`src/rtl/bvrs_pkg.sv`:
```
// bitvector rank/select package: field widths, op and micro-op codes,
// controller/datapath command and status types, popcount helpers
// no dependencies
package bvrs_pkg;

  localparam int OP_W      = 3;
  localparam int IDX_W     = 14;
  localparam int WORD_W    = 64;
  localparam int POS_W     = 20;
  localparam int CNT_W     = 21;
  localparam int WORD_LOG  = 6;
  localparam int BLOCK_LOG = 2;
  localparam int SB_LOG    = 16;

  localparam int MAX_WORDS   = 1 << IDX_W;
  localparam int BLOCK_WORDS = 1 << BLOCK_LOG;
  localparam int TOTAL_BITS  = MAX_WORDS * WORD_W;
  localparam int BLK_W       = IDX_W - BLOCK_LOG;
  localparam int BLK_DEPTH   = 1 << BLK_W;
  localparam int SB_W        = POS_W - SB_LOG;
  localparam int SB_DEPTH    = 1 << SB_W;
  localparam int SBW_LOG     = SB_LOG - WORD_LOG;
  localparam int NW_W        = IDX_W + 1;
  localparam int NB_W        = NW_W - BLOCK_LOG;
  localparam int PC_W        = WORD_LOG + 1;

  localparam logic [OP_W-1:0] OP_LOAD   = 3'd0;
  localparam logic [OP_W-1:0] OP_BUILD  = 3'd1;
  localparam logic [OP_W-1:0] OP_RANK   = 3'd2;
  localparam logic [OP_W-1:0] OP_SELECT = 3'd3;
  localparam logic [OP_W-1:0] OP_NEXT   = 3'd4;

  localparam int UOP_W = 5;
  localparam logic [UOP_W-1:0] UOP_NOP    = 5'd0;
  localparam logic [UOP_W-1:0] UOP_ACCEPT = 5'd1;
  localparam logic [UOP_W-1:0] UOP_FAIL   = 5'd2;
  localparam logic [UOP_W-1:0] UOP_BINIT  = 5'd3;
  localparam logic [UOP_W-1:0] UOP_BACC   = 5'd4;
  localparam logic [UOP_W-1:0] UOP_BEND   = 5'd5;
  localparam logic [UOP_W-1:0] UOP_RINIT  = 5'd6;
  localparam logic [UOP_W-1:0] UOP_RBASE  = 5'd7;
  localparam logic [UOP_W-1:0] UOP_RACC   = 5'd8;
  localparam logic [UOP_W-1:0] UOP_SINIT  = 5'd9;
  localparam logic [UOP_W-1:0] UOP_SMID   = 5'd10;
  localparam logic [UOP_W-1:0] UOP_SCMP   = 5'd11;
  localparam logic [UOP_W-1:0] UOP_SFIX   = 5'd12;
  localparam logic [UOP_W-1:0] UOP_SACC   = 5'd13;
  localparam logic [UOP_W-1:0] UOP_NINIT  = 5'd14;
  localparam logic [UOP_W-1:0] UOP_NACC   = 5'd15;
  localparam logic [UOP_W-1:0] UOP_BYTE   = 5'd16;
  localparam logic [UOP_W-1:0] UOP_OUT    = 5'd17;

  typedef struct packed {
    logic [UOP_W-1:0] uop;
  } dp_cmd_t;

  typedef struct packed {
    logic            w_end;
    logic            at_tgt;
    logic            srch_done;
    logic            sel_hit;
    logic            nx_nz;
    logic            byte_hit;
    logic            q_ok;
    logic [OP_W-1:0] op;
  } dp_stat_t;

  function automatic logic [PC_W-1:0] pop64(input logic [WORD_W-1:0] x);
    logic [PC_W-1:0] c;
    c = '0;
    for (int i = 0; i < WORD_W; i++) c = c + PC_W'(x[i]);
    return c;
  endfunction

  function automatic logic [3:0] pop8(input logic [7:0] x);
    logic [3:0] c;
    c = '0;
    for (int i = 0; i < 8; i++) c = c + 4'(x[i]);
    return c;
  endfunction

  // bit index of the rem-th one in a byte, rem from 1
  function automatic logic [2:0] sel8(input logic [7:0] x, input logic [3:0] rem);
    logic [3:0] c;
    logic [2:0] k;
    c = '0;
    k = '0;
    for (int i = 0; i < 8; i++) begin
      if (x[i]) begin
        c = c + 4'd1;
        if (c == rem) k = 3'(i);
      end
    end
    return k;
  endfunction

endpackage

```
`src/rtl/bvrs_ctrl.sv`:
```
// bitvector rank/select controller: sequences build, rank, select and
// next-one work as datapath commands, owns the handshakes
// depends on bvrs_pkg
module bvrs_ctrl import bvrs_pkg::*; (
  input  logic            clk,
  input  logic            rst_n,
  input  logic            in_tvalid,
  output logic            in_tready,
  input  logic [OP_W-1:0] in_op,
  output logic            out_tvalid,
  input  logic            out_tready,
  input  dp_stat_t        stat,
  output dp_cmd_t         cmd
);

  localparam logic [4:0] S_IDLE     = 5'd0;
  localparam logic [4:0] S_BLD_INIT = 5'd1;
  localparam logic [4:0] S_BLD_CHK  = 5'd2;
  localparam logic [4:0] S_BLD_ACC  = 5'd3;
  localparam logic [4:0] S_BLD_END  = 5'd4;
  localparam logic [4:0] S_Q_CHK    = 5'd5;
  localparam logic [4:0] S_RK_INIT  = 5'd6;
  localparam logic [4:0] S_RK_BASE  = 5'd7;
  localparam logic [4:0] S_RK_ACC   = 5'd8;
  localparam logic [4:0] S_RK_WAIT  = 5'd9;
  localparam logic [4:0] S_SL_INIT  = 5'd10;
  localparam logic [4:0] S_SL_CHK   = 5'd11;
  localparam logic [4:0] S_SL_WAIT  = 5'd12;
  localparam logic [4:0] S_SL_CMP   = 5'd13;
  localparam logic [4:0] S_SL_FIX   = 5'd14;
  localparam logic [4:0] S_SL_RD    = 5'd15;
  localparam logic [4:0] S_SL_ACC   = 5'd16;
  localparam logic [4:0] S_NX_INIT  = 5'd17;
  localparam logic [4:0] S_NX_CHK   = 5'd18;
  localparam logic [4:0] S_NX_ACC   = 5'd19;
  localparam logic [4:0] S_BYTE     = 5'd20;
  localparam logic [4:0] S_FAIL     = 5'd21;
  localparam logic [4:0] S_FIN      = 5'd22;

  logic [4:0] state_r, state_nxt;
  logic       out_valid_r, out_valid_nxt;
  logic       in_fire;

  assign in_tready  = (state_r == S_IDLE);
  assign in_fire    = in_tvalid && in_tready;
  assign out_tvalid = out_valid_r;

  always_comb begin
    state_nxt     = state_r;
    out_valid_nxt = out_valid_r && !out_tready;
    cmd.uop       = UOP_NOP;
    unique case (state_r)
      S_IDLE: begin
        if (in_fire) begin
          cmd.uop = UOP_ACCEPT;
          unique case (in_op)
            OP_BUILD:                    state_nxt = S_BLD_INIT;
            OP_RANK, OP_SELECT, OP_NEXT: state_nxt = S_Q_CHK;
            default:                     state_nxt = S_IDLE;
          endcase
        end
      end
      S_BLD_INIT: begin
        cmd.uop   = UOP_BINIT;
        state_nxt = S_BLD_CHK;
      end
      S_BLD_CHK: state_nxt = stat.w_end ? S_BLD_END : S_BLD_ACC;
      S_BLD_ACC: begin
        cmd.uop   = UOP_BACC;
        state_nxt = S_BLD_CHK;
      end
      S_BLD_END: begin
        cmd.uop   = UOP_BEND;
        state_nxt = S_FIN;
      end
      S_Q_CHK: begin
        if (!stat.q_ok) begin
          state_nxt = S_FAIL;
        end else begin
          unique case (stat.op)
            OP_RANK:   state_nxt = S_RK_INIT;
            OP_SELECT: state_nxt = S_SL_INIT;
            OP_NEXT:   state_nxt = S_NX_INIT;
            default:   state_nxt = S_FAIL;
          endcase
        end
      end
      S_RK_INIT: begin
        cmd.uop   = UOP_RINIT;
        state_nxt = S_RK_BASE;
      end
      S_RK_BASE: begin
        cmd.uop   = UOP_RBASE;
        state_nxt = S_RK_ACC;
      end
      S_RK_ACC: begin
        cmd.uop   = UOP_RACC;
        state_nxt = stat.at_tgt ? S_FIN : S_RK_WAIT;
      end
      S_RK_WAIT: state_nxt = S_RK_ACC;
      S_SL_INIT: begin
        cmd.uop   = UOP_SINIT;
        state_nxt = S_SL_CHK;
      end
      S_SL_CHK: begin
        if (stat.srch_done) begin
          state_nxt = S_SL_FIX;
        end else begin
          cmd.uop   = UOP_SMID;
          state_nxt = S_SL_WAIT;
        end
      end
      S_SL_WAIT: state_nxt = S_SL_CMP;
      S_SL_CMP: begin
        cmd.uop   = UOP_SCMP;
        state_nxt = S_SL_CHK;
      end
      S_SL_FIX: begin
        cmd.uop   = UOP_SFIX;
        state_nxt = S_SL_RD;
      end
      S_SL_RD: state_nxt = S_SL_ACC;
      S_SL_ACC: begin
        if (stat.w_end) begin
          state_nxt = S_FAIL;
        end else begin
          cmd.uop   = UOP_SACC;
          state_nxt = stat.sel_hit ? S_BYTE : S_SL_RD;
        end
      end
      S_NX_INIT: begin
        cmd.uop   = UOP_NINIT;
        state_nxt = S_NX_CHK;
      end
      S_NX_CHK: state_nxt = stat.w_end ? S_FAIL : S_NX_ACC;
      S_NX_ACC: begin
        cmd.uop   = UOP_NACC;
        state_nxt = stat.nx_nz ? S_BYTE : S_NX_CHK;
      end
      S_BYTE: begin
        cmd.uop   = UOP_BYTE;
        state_nxt = stat.byte_hit ? S_FIN : S_BYTE;
      end
      S_FAIL: begin
        cmd.uop   = UOP_FAIL;
        state_nxt = S_FIN;
      end
      S_FIN: begin
        if (!out_valid_r || out_tready) begin
          cmd.uop       = UOP_OUT;
          out_valid_nxt = 1'b1;
          state_nxt     = S_IDLE;
        end
      end
      default: state_nxt = S_IDLE;
    endcase
  end

  always_ff @(posedge clk) begin
    if (!rst_n) begin
      state_r     <= S_IDLE;
      out_valid_r <= 1'b0;
    end else begin
      state_r     <= state_nxt;
      out_valid_r <= out_valid_nxt;
    end
  end

endmodule

```
`config.mk`:
```
export PLATFORM = sky130hd
export DESIGN_NAME = bvrs_ctrl
export DESIGN_NICKNAME = d
export VERILOG_FILES = /design/src/rtl/bvrs_pkg.sv /design/src/rtl/bvrs_ctrl.sv
export SDC_FILE = /design/constraint.sdc
export NUM_CORES = 1
export LEC_CHECK = 0
export BUFFER_PORTS_ARGS = -buffer_cell sky130_fd_sc_hd__buf_2
export CORE_MARGIN = 8
export CORE_UTILIZATION = 49
export DETAILED_ROUTE_END_ITERATION = 10
export PLACE_DENSITY_LB_ADDON = 0.2
export REMOVE_ABC_BUFFERS = 1
export SLEW_MARGIN = 20
export SYNTH_ARGS = -nofsm -noshare
export SYNTH_HDL_FRONTEND = slang
export SYNTH_SLANG_ARGS = --single-unit
export TNS_END_PERCENT = 50
```
`constraint.sdc`:
```
create_clock -name clk -period 2.5 [get_ports clk]
set_input_delay 0.125 -clock clk [delete_from_list [all_inputs] [get_ports clk]]
set_output_delay 0.125 -clock clk [all_outputs]
set_load 0.005 [all_outputs]
```
# --- After elaboration in Yosys (flattened, before gate mapping) ---
# Cells that the tools add are included.
# Widths: inputs -> output; s select.
classes:
  reduce_logical: 12
  muxes: 21
  eq_ne: 31
op_table:
  columns: ["op", "n"]
  rows:
  - ["$pmux 5 s19", 1]
  - ["$pmux 5 s17", 1]
  - ["$eq 5x4->1 const B", 8]
  - ["$eq 5x5->1 const B", 7]
  - ["$mux 5", 7]
  - ["$eq 5x3->1 const B", 4]
  - ["$pmux 5 s3", 1]
  - ["$eq 3x2->1 const B", 4]
  - ["$eq 5x2->1 const B", 2]
  - ["$mux 3", 3]
  - ["$mux 4", 2]
  - ["$reduce_or 2->1", 4]
  - ["$eq 3x3->1 const B", 2]
  - ["$pmux 3 s2", 1]
  - ["$eq 5x1->1 const B", 1]
  - ["$logic_not 5->1", 1]
  - ["$mux 2", 2]
  - ["$eq 3x1->1 const B", 1]
  - ["$mux 1", 3]
  - ["$reduce_or 3->1", 1]
  - ["$logic_and 1x1->1", 2]
  - ["$logic_not 1->1", 2]
  - ["$ne 2x1->1 const B", 1]
  - ["$ne 2x2->1 const B", 1]
  - ["2 further kinds", 2]
word_totals:
  out_inout_bits: 7
  word_cells: 66
  reg_bits: 6

# --- Logic depth before layout (Yosys ltp) ---
# Gate-level depths: netlist of the first run.
depth:
  ltp_word: 5
  mapped_depth: 6

# --- Worst setup path after synthesis of the first run ---
# No wires, ideal clock.
synth_path:
  path_type: "register to register"
  start: "register state_r[3]"
  end: "register state_r[1]"
  stages_incl_launch_ff: 5
  setup_ns: 0.125
  slack_ns: 1.110
  arrival_ns: 1.265
  synth_period_minus_slack_ns: 1.390
  cell_sequence: "dfxtp_1 > or2b_1 > o22ai_1 > a32o_1 > o41a_1"
synth_via:
  elab_chain_len: 4
synth_lines:
  columns: ["item", "line", "text"]
  rows:
  - ["start, declared", "bvrs_ctrl.sv:40", "logic [4:0] state_r, state_nxt;"]
  - ["start signal, assigned", "bvrs_ctrl.sv:164", "state_r <= state_nxt;"]
  - ["parallel branches: the longest is 4 deep, another holds $pmux 5 s19", null, null]
# Several ways; the timed one is not identified.
# A chain may end at the register's enable or synchronous reset.

==> results.ini, run 1 <==
[drt]
vias = 1254
drtIter0Drc = 74
drcViolationCount = 0
ant_nets = 0
viasPerCell = 6.63
wl_met1_um = 1330
topRoutingLayerUsed = met4
wl_met2_um = 1460
wl_met3_um = 348
route.final.wire_length_um = 3180
avgRoutedWirePerCell_um = 16.8
firstDrtPassIters = 5

[cells_and_area]
multiInputGateArea_um2 = 790
seqCellArea_um2 = 120
area_growth_pct = 14.2
drive_gt1_frac = 0.210
fillers = 196
n_antenna_cell = 0
fin_nets = 181
postLayoutCellArea_um2 = 1130

[min_path]
min_path_type = in2reg

[global_routing]
grt_max_degree = 24
grt_use_total = 0.167
grt_pass1_wl_um = 4870
grt_overflow = 0
grt_pass1_vias = 1088
antenna_found_initial = 0

[die]
die_x_um = 60.9
core_um2 = 1920
io_pins = 24
dieArea_um2 = 3700
die_height_um = 60.9
fp-row-count = 16
start_util = 0.513

[yosys]
netlist_instances = 144
yosys_warnings = 0
async_reset_ff_frac = 0
synth_compound_area_frac = 0.396
ys_types = 44
synthAdderAreaFrac = 0
ys.flop_type = dfxtp_1
yosys.area.top_type = dfxtp_1
synth_top_family_by_area = compound AO/OA/AOI/OAI gates
yosys.area_share.simple = 0.395
synth_xor_area_frac = 0
synth_mux_area_frac = 0.0102
netlist.area_leader.share = 0.122
synth_seq_cells = 6
ys_seq_area_frac = 0.122
syn-cell-area_um2 = 986
netlist_top_cells_area = dfxtp_1 (12%), nor2b_1 (8.9%), nor2_1 (5.3%), a21oi_1 (5.1%), buf_2 (5.1%)
synth_common_cells = nor2_1 (14), nor2b_1 (14), a21oi_1 (10), buf_2 (10), nand2b_1 (8)
postSynthAreaPerCell_um2 = 6.85
synth_edf_count = 0

[sta]
timing.fmax_mhz = 448
fin_crit_ns = 2.23
finalCritPeriodShare = 0.893
rsz0062_at_grt = no
slew_viol_final = 0
setup_violations = 0
hold_violations = 0
finalSetupTns_ns = 0
worst_pin_slew_ns = 0.718
finClkSkew_ns = 0.00656
slew_headroom = 0.520

[cts]
ctsLongestPathBuffers = 2
cts_tree = built
clk-insertion-delay-late_ns = 0.26
cts-root-buf = clkbuf_4
cts_resized = 0
htreeDepth = 1
clk_pin_slew_ns = 0.05
cts_made_buffers = 3
postCtsHoldBufs = 0
post-cts-setup-buffers = 0
cts.sinks = 6

[power]
power.switching_uw = 584
clkPwrFrac = 0.086
power_frac_comb = 0.666
p_int_uw = 533
switching_share = 0.523
peakVddDrop_uv = 513
p_seq_frac = 0.247
powerDensity_nw_per_um2 = 992
p_leak_nw = 0.447

[placement]
hpwl_um = 2320
gp_congestion = 0.974
port_buffers = 23
place_area_um2 = 1100

[job]
maxCapViolations = 0

[setup_path]
critPathKind = reg2out
crit_required_ns = 2.38
arrival_ns = 2.11
cp_max_fo = 21
critPathLaunchType = register
endpoint_kind = primary output

[outcome]
status = complete, no violations

power by group through the flow:
stage | Combinational [mW] | Sequential, mW | Clock (mW)
after floorplan | 0.451 | 0.268 | 0
after global placement | 0.720 | 0.267 | 0
after detailed placement | 0.725 | 0.267 | 0
after CTS | 0.729 | 0.267 | 0.0976
after global routing | 0.799 | 0.287 | 0.103
final | 0.744 | 0.276 | 0.0965
stage by stage:
step	setup slack (ns)	total power [mW]	util	std cells	hold slack (ns)
after detailed placement	0.599	0.992	0.574	186	0.410
after floorplan	0.600	0.719	-	131	0.241
after CTS	0.322	1.09	0.586	189	0.144
after global routing	0.181	1.19	0.586	189	0.164
after global placement	0.625	0.987	0.574	186	0.412
final	0.267	1.12	0.586	189	0.158
worst max-delay path, stage by stage, from the launching register on:
cell,delay [ns]
dfxtp_1,0.74
nor2b_1,0.46
a2111oi_0,0.18
a221o_1,0.34
buf_2,0.13
cell type report:
cell class / count / area share
inverters: 2 / 0.00667
well taps: 27 / 0.0300
flip-flops and latches: 6 / 0.107
clock buffers: 3 / 0.0200
repair buffers: 28 / 0.136
multi-input cells: 123 / 0.701
sequential cells by signal, indices dropped and copies added (netlist names):
signal      count
state_r         5
out_tvalid      1
kinds of logic after synthesis:
kind of cell | after synthesis
AOI/OAI and AO/OA | 54
buffers and inverters | 15
DFF | 6
muxes | 1
and+or+nand+nor | 68
per-layer routing:
metal | up-vias | global-route usage
li1 | 594 | -
met1 | 573 | 0.223
met2 | 80 | 0.262
met3 | 7 | 0.0169
met4 | 0 | 0.0731
met5 | - | 0
cells in the final DEF (no fill, tap or decap), types with 2 or more instances in the layout:
cell type,n
nand3b_1,4
nand2b_1,8
o21ai_0,6
or2_2,2
and3_1,2
o22ai_1,7
o211ai_1,3
a21o_1,2
dfxtp_1,6
nor4_1,3
nand2_1,7
inv_1,2
nor2b_1,14
buf_2,23
o41a_1,3
a21oi_1,10
nor2_1,14
a211oi_1,2
a31oi_1,3
buf_4,5
clkbuf_4,3
a2111oi_0,2
and3b_1,4
nand3_1,2
a32oi_1,5
nor3_1,2
path summary, 6_finish.rpt:
kind,start,to,slack [ns],cells after the start
max,state_r[2],cmd[0],0.27,4
min,rst_n,state_r[0],0.16,3
max reg2reg,state_r[3],state_r[1],0.55,4
min reg2reg,out_tvalid,out_tvalid,0.72,3
No activity file was read; power rests on OpenSTA's default activity.
==> run 2: changes to the inputs <==
- ABC_AREA: unset -> 1
- RECOVER_POWER: unset -> 50
==> results.ini, run 2 <==
[yosys]
async_reset_ff_frac = 0  ; unchanged
yosys_warnings = 0  ; unchanged
synth_common_cells = nand2_1 (51), nor2_1 (33), nand3_1 (17)
synth_edf_count = 0  ; unchanged
netlist_instances = 168  ; +17%
yosysMostFrequentCell = nand2_1
ys_seq_area_frac = 0.143  ; +0.0208
netlist.area_leader.share = 0.227  ; +0.106
postSynthAreaPerCell_um2 = 5.01  ; -27%
netlist_top_cells_area = nand2_1 (23%), nor2_1 (15%), dfxtp_1 (14%), nand3_1 (10%), inv_1 (6.7%)
ys_types = 21  ; -52%
yosys.area.top_type = nand2_1
synth_seq_cells = 6  ; unchanged
syn-cell-area_um2 = 842  ; -15%
ys.flop_type = dfxtp_1

[sta]
finClkSkew_ns = 0.00212  ; -0.00444 ns
hold_violations = 0  ; unchanged
slew_headroom = 0.584  ; +0.0637
finalSetupTns_ns = 0  ; unchanged
fin_crit_ns = 2.12  ; -0.116 ns
fin_ws_ns = 0.383  ; +0.116 ns
rsz0062_at_grt = no
setup_violations = 0  ; unchanged
worst_pin_slew_ns = 0.621  ; -0.0969 ns
finalCritPeriodShare = 0.847  ; -0.0463
timing.fmax_mhz = 472  ; +5.5%
slew_viol_final = 0  ; unchanged

[cts]
htreeDepth = 1  ; unchanged
cts-root-buf = clkbuf_4
cts_made_buffers = 3  ; unchanged
ctsLongestPathBuffers = 2  ; unchanged
clk_pin_slew_ns = 0.04  ; about the same
clk-insertion-delay-late_ns = 0.25  ; about the same
cts.sinks = 6  ; unchanged
post-cts-setup-buffers = 0  ; unchanged
cts_resized = 0  ; unchanged
postCtsHoldBufs = 0  ; unchanged
cts_tree = built

[cells_and_area]
fillers = 183  ; -6.6%
n_antenna_cell = 0  ; unchanged
stdcell_count = 210  ; +11%
final_cell_mix = nand2_1 (51), nor2_1 (35), buf_2 (21)
largest_reg_flops = 5  ; unchanged
fin_nets = 212  ; +17%
top_register = state_r
drive_gt1_frac = 0.155  ; -0.0544
final_common_cell = nand2_1
area_growth_pct = 16.8

[global_routing]
grt_max_degree = 14  ; -42%
grt_pass1_vias = 1044  ; -4.0%
grt_use_total = 0.164  ; -0.00352
grt_pass1_wl_um = 4350  ; -11%
grt_overflow = 0  ; unchanged
antenna_found_initial = 0  ; unchanged

[power]
power.switching_uw = 551  ; -5.6%
powerDensity_nw_per_um2 = 979  ; -1.3%
switching_share = 0.573  ; +0.0496
p_leak_nw = 0.541  ; +21%
clkPwrFrac = 0.093  ; +0.007
p_seq_frac = 0.196  ; -0.051
power_frac_comb = 0.711  ; +0.045
peakVddDrop_uv = 618  ; +20%
p_int_uw = 411  ; -23%

[setup_path]
critPathLaunchType = register
endpoint_kind = primary output
cp_max_fo = 13  ; -38%
reg2regPathDepth = 9  ; +5
crit_required_ns = 2.38  ; about the same
rrSetupSlack_ns = 0.65  ; +0.10 ns
critPathKind = reg2out
arrival_ns = 1.99  ; -0.12 ns

[min_path]
min_path_type = in2reg
whs_path_depth = 3  ; unchanged

[drt]
drtIter0Drc = 97  ; +31%
avgRoutedWirePerCell_um = 13.2  ; -21%
vias = 1198  ; -4.5%
viasPerCell = 5.70  ; -14%
route.final.wire_length_um = 2780  ; -13%
firstDrtPassIters = 5  ; unchanged
ant_nets = 0  ; unchanged
drcViolationCount = 0  ; unchanged

[die]
core_um2 = 1670  ; -13%
io_pins = 24  ; unchanged
die_height_um = 57.5  ; -5.6%
fp-row-count = 15  ; -1
start_util = 0.504  ; -0.00890
dieArea_um2 = 3300  ; -11%
die_x_um = 57.5  ; -5.6%

[placement]
dp_slack_ns = 0.692  ; +0.0929 ns
dpl.cell_count = 207  ; +11%
gp_congestion = 1.03  ; +5.7%
port_buffers = 23  ; unchanged
hpwl_um = 2330  ; +0.49%

[job]
maxCapViolations = 0  ; unchanged

[outcome]
status = complete, no violations

[run 2: cell count changes in the layout (fill, tap and decap cells not counted), sizes merged, moves of 5 or more]
cell	before	now
nor2	14	37
inv	2	19
nand2b	8	0
o22ai	7	0
nor2b	14	0
nor3	2	7
nand2	7	51
nand3	2	17
a32oi	5	0
buf	28	21
[run 2: worst paths after layout]
check                           startpoint          to
worst max-delay path            state_r[4]      cmd[2]
worst min-delay path                 rst_n  state_r[1]
worst max register to register  state_r[2]  state_r[2]
worst min register to register  out_tvalid  out_tvalid
[run 2: worst max-delay path, stage by stage, from the launching register on]
cell and delay (ns):
dfxtp_1 0.54, clkinv_1 0.32, nand3_1 0.23, nor2_1 0.11
nor3_1 0.25, o2111ai_1 0.14, buf_2 0.15
[run 2: routing by layer]
metal / wire [µm] / GRT usage / part of all wire / vias up
li1: - / - / - / 597
met1: 1070 / 0.187 / 0.38 / 495
met2: 1280 / 0.267 / 0.46 / 94
met3: 359 / 0.0740 / 0.13 / 12
met4: 72 / 0.0464 / 0.026 / 0
met5: 0 / 0 / 0 / -
[run 2: area by class of cell]
| class | count | area [µm²] | area share |
|---|---|---|---|
| multi-input cells | 140 | 628 | 0.639 |
| well taps | 17 | 21.3 | 0.0216 |
| flip-flops and latches | 6 | 120 | 0.122 |
| clock buffers | 3 | 22.5 | 0.0229 |
| inverters | 21 | 78.8 | 0.0802 |
| repair buffers | 23 | 113 | 0.115 |
[run 2: logic make-up (layout without fill, tap and decap cells)]
group,after synthesis,after routing,synth area share
AO/OA/AOI/OAI,20,20,0.134
buffers and inverters,22,47,0.0995
flip-flops,6,6,0.143
AND/OR/NAND/NOR,120,120,0.624
[run 2: power by group through the flow]
stage	logic, mW	clock network [mW]	registers, mW
6_report	0.684	0.0891	0.189
5_1_grt	0.762	0.101	0.193
4_1_cts	0.684	0.0908	0.189
3_5_place_dp	0.682	0	0.190
3_3_place_gp	0.679	0	0.189
2_1_floorplan	0.465	0	0.177
[run 2: per-stage QoR]
stage               utilization  cell area (µm²)  power (mW)  hold slack, ns
floorplan                     -              837       0.642           0.223
global placement          0.583              973       0.868           0.340
detailed placement        0.583              973       0.872           0.341
CTS                       0.596              996       0.963          0.0858
global route              0.589              983        1.06          0.0815
finish                    0.589              983       0.963          0.0900
